--- src/hdl/dffir_pkg.sv ---
`default_nettype none
// ----------------------------------------------------------------------------
// dffir_pkg
// Shared constants, function codes and controller/datapath link types for
// the direct-form FIR filter.
// ----------------------------------------------------------------------------
package dffir_pkg;

	localparam int MAX_TAPS     = 4096;
	localparam int SAMPLE_WIDTH = 32;

	localparam int ADDR_W  = $clog2(MAX_TAPS);
	localparam int TAPS_W  = $clog2(MAX_TAPS + 1);
	localparam int CFG_W   = 13;
	localparam int FUNC_W  = 2;
	localparam int INDEX_W = 12;
	localparam int COEF_W  = 32;
	localparam int FIELD_W = 32;
	localparam int OUT_W   = 32;
	localparam int PROD_W  = SAMPLE_WIDTH + COEF_W;
	localparam int ACC_W   = PROD_W + ADDR_W + 1;
	localparam int SHIFT   = SAMPLE_WIDTH - 2;

	localparam logic [FUNC_W-1:0] FN_COEF    = 2'd0;
	localparam logic [FUNC_W-1:0] FN_SAMPLE  = 2'd1;
	localparam logic [FUNC_W-1:0] FN_RESTART = 2'd2;

	typedef struct packed {
		logic take_coef;
		logic take_sample;
		logic take_restart;
		logic issue;
		logic rnd;
		logic load;
	} dffir_cmd_t;

	typedef struct packed {
		logic warm;
		logic last_tap;
		logic pipe_empty;
		logic out_free;
	} dffir_sts_t;

endpackage
`default_nettype wire

--- src/hdl/dffir_ctrl.sv ---
`default_nettype none
// ----------------------------------------------------------------------------
// dffir_ctrl
// Sequencer: takes request beats, steps the multiply-accumulate sweep and
// hands the finished result to the output register.
// ----------------------------------------------------------------------------
module dffir_ctrl import dffir_pkg::*; (
	input  wire logic              clk,
	input  wire logic              arst_n,
	input  wire logic              item_valid,
	input  wire logic [FUNC_W-1:0] func,
	output logic                   item_ready,
	output dffir_cmd_t             cmd,
	input  wire dffir_sts_t        sts
);
	typedef enum logic [4:0] {
		S_IDLE   = 5'b00001,
		S_MAC    = 5'b00010,
		S_DRAIN  = 5'b00100,
		S_ROUND  = 5'b01000,
		S_FINISH = 5'b10000
	} state_t;

	state_t state_q, state_d;
	logic   accept;

	assign item_ready = (state_q == S_IDLE);
	assign accept     = item_valid && item_ready;

	always_comb begin
		cmd              = '0;
		cmd.take_coef    = accept && (func == FN_COEF);
		cmd.take_sample  = accept && (func == FN_SAMPLE);
		cmd.take_restart = accept && (func == FN_RESTART);
		cmd.issue        = (state_q == S_MAC);
		cmd.rnd          = (state_q == S_ROUND);
		cmd.load         = (state_q == S_FINISH) && sts.out_free;
	end

	always_comb begin
		state_d = state_q;
		unique case (state_q)
			S_IDLE: begin
				// warm-up beats skip the sweep and report zero
				if (cmd.take_sample) begin
					state_d = sts.warm ? S_FINISH : S_MAC;
				end
			end
			S_MAC: begin
				if (sts.last_tap) begin
					state_d = S_DRAIN;
				end
			end
			S_DRAIN: begin
				if (sts.pipe_empty) begin
					state_d = S_ROUND;
				end
			end
			S_ROUND: begin
				state_d = S_FINISH;
			end
			S_FINISH: begin
				if (sts.out_free) begin
					state_d = S_IDLE;
				end
			end
			default: begin
				state_d = S_IDLE;
			end
		endcase
	end

	always_ff @(posedge clk or negedge arst_n) begin
		if (!arst_n) begin
			state_q <= S_IDLE;
		end else begin
			state_q <= state_d;
		end
	end
endmodule
`default_nettype wire

--- config.mk ---
export PLATFORM = sky130hd
export DESIGN_NAME = dffir_ctrl
export DESIGN_NICKNAME = d
export VERILOG_FILES = /design/src/hdl/dffir_pkg.sv /design/src/hdl/dffir_ctrl.sv
export SDC_FILE = /design/constraint.sdc
export NUM_CORES = 1
export LEC_CHECK = 0
export ABC_AREA = 1
export CORE_AREA = 2 2 39 41
export CTS_CLUSTER_DIAMETER = 80
export DETAILED_ROUTE_END_ITERATION = 10
export DIE_AREA = 0 0 41 43
export DONT_BUFFER_PORTS = 1
export SYNTH_ARGS = -nofsm -noshare
export SYNTH_HDL_FRONTEND = slang
export SYNTH_SLANG_ARGS = --single-unit
--- constraint.sdc ---
create_clock -name clk -period 1.6 [get_ports clk]
set_input_delay 0.16 -clock clk [delete_from_list [all_inputs] [get_ports clk]]
set_output_delay 0.16 -clock clk [all_outputs]
set_load 0.02 [all_outputs]
* Word-level counts from Yosys, hierarchy flattened
Index checks and enable logic that the tools add are counted.
** Word-level totals
- Bits in registers :: 5
- Bits of input ports :: 9
- Output and inout port bits :: 7
- Logic and storage cells :: 25
** Operators by class
- Equal/unequal tests :: 11
- Muxes and demuxes :: 6
- Reduce and logical (&&, ||, !) cells :: 7
** Operators with widths (number)
- $mux 5 :: 5
- $pmux 5 s5 :: 1
- $eq 5x1->1 const B :: 1
- $eq 5x2->1 const B :: 1
- $eq 5x3->1 const B :: 1
- $eq 5x4->1 const B :: 1
- $eq 5x5->1 const B :: 1
- $logic_and 1x1->1 :: 5
- $ne 2x1->1 const B :: 2
- $ne 2x2->1 const B :: 2
- $reduce_and 4->1 :: 1
- $eq 2x1->1 const B :: 1
- $eq 2x2->1 const B :: 1
- $logic_not 2->1 :: 1

* Logic depth before layout (Yosys ltp)
- Depth in word-level cells :: 5
- Mapped depth :: 7
- Mapped depth without buffers :: 7

* Least setup slack after synthesis
OpenSTA, ideal clock, no wires.
- Path type :: register to output
- Start point :: register state_q[0]
- End point :: output cmd[4] (netlist name)
- Arrival :: 1307 ps
- Required time :: 1440 ps
- Path slack :: 133 ps
- Cell stages (with the launch flop) :: 5
- Buffers on the path :: 0
- Cell sequence :: dfstp_2 -> nand2_1 -> nor2_8 -> inv_4 -> nor4_2
** RTL lines
- start: declaration :: line dffir_ctrl.sv:24 : state_t state_q, state_d;
- start signal: assignment :: line dffir_ctrl.sv:77 : state_q <= state_d;
- end: declaration :: line dffir_ctrl.sv:13 : output dffir_cmd_t cmd,

==> results by group <==
Floorplanning
  • Die area: roughly 1800 um2
  • Initial Util: between 20 and 30%
  • DIE WIDTH: 41 um
  • Die Ht: 43 um
  • Core footprint: roughly 1400 um2
  • Row count: 14
  • Top Ports: 16

STA
  • Slew Limit Headroom: about four fifths
  • Setup TNS: -0.00386 ns
  • Hold Vio Cnt, Final: 0
  • Post-route setup slack: -0.00386 ns
  • Final-report setup violation count: 1
  • Crit share post-route: 100%
  • Fmax: roughly 620 MHz
  • Worst slew pin tran: between 0.3 and 0.4 ns
  • RSZ-0062 raised after global routing: true
  • Tmin final: roughly 1.6 ns
  • Clock skew: approximately 0.0067 ns
  • Slew Viols, Final: 0

Flow run
  • Max Cap Viol: 0

Critical path
  • Type of origin of the critical path: register
  • Worst R2R Path Depth: 7
  • CP Depth: 5
  • CP max stage cell: dfstp_2
  • Nature of the critical path endpoint: output pin
  • CP startpoint: state_q[0]
  • Worst R2R Start: state_q[0]
  • Crit path to: cmd[4]
  • CP max FO: 5
  • Critical path class: register to output pin
  • Crit-path cells: nand2_4 -> nor2_8 -> inv_4 -> nor4_4 -> buf_4
  • CP delay by family, top: flip-flops
  • Worst path arrival time: 1.44 ns
  • Reg2reg setup slack: around 0.24 ns
  • WP data required: around 1.4 ns
  • Worst path max stage delay: about 0.55 ns
  • R2R Path End: state_q[4]
  • CP bufs+invs: 2

Clock tree
  • # clock sinks: 5
  • Buffers from clock root to sink, at most: 2
  • CTS tree: done
  • CTS Buf Count: 3
  • Clock slew seen by the registers of the worst setup and hold paths: roughly 0.050 ns
  • H-tree levels: 1
  • Root Driver: clkbuf_4
  • Worst-Skew Late Latency: 0.25 ns

Power
  • Combinational share of power: between 50% and 60%
  • Total chip power: about 0.8 mW
  • Clock power frac: between 15 and 20%
  • PD cells: about 1500 nW/um2
  • Seq pwr share: around a quarter
  • Maximum VDD drop: 0.860 mV
  • Psw: 0.379 mW
  • Cell-internal power: between 0.4 and 0.5 mW
  • P_leak: approximately 0.3 nW
  • Switch share: between 40% and 50%

Global routing
  • First-pass GRT wire length: roughly 1600 um
  • GRT Total Usage: between 10% and 20%
  • Number of global-route vias before repair: a little over 400
  • Initial antenna violation count: 0
  • Congestion Overflow GR: 0
  • Pin count of the biggest net entering global routing: 6

Place
  • Worst slack, placed: 0.178 ns
  • Port-buffer cells: 0
  • HPWL Detailed: approximately 700 um
  • RD Place Congestion: 0.766

Route
  • Vias: around 400
  • DRC Markers: 0
  • Drt initial violations: 6
  • Final WL: 893 um
  • First-pass iteration count of the detailed router: 2
  • Routed Antenna Nets: 0
  • Via density per instance: 4.66
  • Average wire per standard cell: a little over 10 um

Synthesis
  • Flops & latches, synth: 5
  • Largest area contributor in the netlist: dfrtp_1
  • Yosys warnings: 0
  • Unique masters post-synth: 18
  • Post-Synthesis Cells: 58
  • Main area contributors after synthesis: dfrtp_1 (25%), inv_1 (10%), nand2_1 (10%)
  • Top-area cell type share of the netlist area: between 20% and 30%
  • Syn Nets: 67
  • Mapped Avg Cell Area: around 7.0 um2
  • Synthesized area: roughly 410 um2
  • Part of the Yosys area used for sequential elements: 31.1%

Cells and area
  • Most frequent cells in the layout: inv_1 (11), nand2_1 (10), nand3_1 (7)
  • Fin nets: 80
  • Largest registers: state_q (5)
  • Antenna fix cells: 0
  • Commonest non-fill, non-tap cell in the layout: inv_1
  • Fill cells: 150
  • Top reg by flops: state_q
  • Share of post-route cells with drive strength above 1: a little over a third
  • Max reg flops: 5
  • Area grow syn2layout: 35.4%

Worst hold path
  • Worst hold path class: input pin to register
  • Hold Path Origin: sts[3]
  • Hold Path Cell Cnt: 3

Run status
  • Failing checks: setup timing
  • Status: complete, but fails checks
-- worst min-delay path by stage --
stage / slack, ns / to
6_report: 0.08 / state_q[1]
5_1_grt: 0.09 / state_q[1]
3_5_place_dp: -0.14 / state_q[3]
2_1_floorplan: -0.14 / state_q[1]
4_1_cts: 0.09 / state_q[1]
3_3_place_gp: -0.14 / state_q[3]
-- cells by family (layout without fill, tap and decap cells) --
| kind of cell | Yosys count | in the layout | share of synthesized area (%) |
|---|---|---|---|
| AOI/OAI and AO/OA | 3 | 3 | 7.69 |
| buffers and inverters | 13 | 25 | 12.6 |
| DFF | 5 | 5 | 31.1 |
| and+or+nand+nor | 37 | 37 | 48.6 |
-- synthesized netlist by cell type (all sizes together) --
| master | count |
|---|---|
| inv | 13 |
| nor2 | 13 |
| nand2 | 12 |
| nand3 | 8 |
| dfrtp | 4 |
| nand4 | 2 |
| o21ai | 2 |
| dfstp | 1 |
| nor3 | 1 |
| nor4 | 1 |
| o31ai | 1 |
-- area by class of cell --
class	instances	area [um2]	share of cell area [%]
repair buffers	8	66.3	12.0
flip-flops and latches	5	126	23.0
well taps	16	20.0	3.64
inverters	13	51.3	9.32
clock buffers	4	26.3	4.77
multi-input cells	40	260	47.3
-- stage by stage --
step	instances	hold WS [ns]	instance area, um2	util (%)
detailed placement	78	-0.135	457	33.0
floorplan	58	-0.136	407	-
global route	86	0.0903	551	39.8
CTS	86	0.0873	523	37.8
finish	86	0.0834	551	39.8
global placement	78	-0.135	457	33.0
-- power groups by stage --
| stage | combinational (mW) | clock, mW | sequential (mW) |
|---|---|---|---|
| 3_5_place_dp | 0.402 | 0 | 0.199 |
| 3_3_place_gp | 0.397 | 0 | 0.197 |
| 5_1_grt | 0.523 | 0.158 | 0.203 |
| 4_1_cts | 0.444 | 0.146 | 0.193 |
| 6_report | 0.471 | 0.149 | 0.198 |
| 2_1_floorplan | 0.342 | 0 | 0.192 |
-- timing repair --
item	4_1_cts	5_1_grt
hold endpoints to repair	5	0
hold buffers	1	0
setup endpoints to repair	3	3
setup buffers	3	0
gates resized for setup	2	6
pin swaps	2	2
-- worst register-to-register path: stages (launching register included) --
cell and delay (ns):
dfstp_2 0.55, buf_4 0.12, nor2_1 0.05, nand4_1 0.16
nand2_1 0.09, nor2_2 0.15, nand3_1 0.10, nand2_1 0.07
-- layer usage --
metal  global-route usage [%]  vias up  part of all wire (%)
met1                     15.6      174                    40
met5                        0        -                     0
met4                     8.00        0                   2.2
li1                         -      208                     -
met2                     20.0       16                    52
met3                     3.66        3                   5.3
No activity file was read; power rests on OpenSTA's default activity.
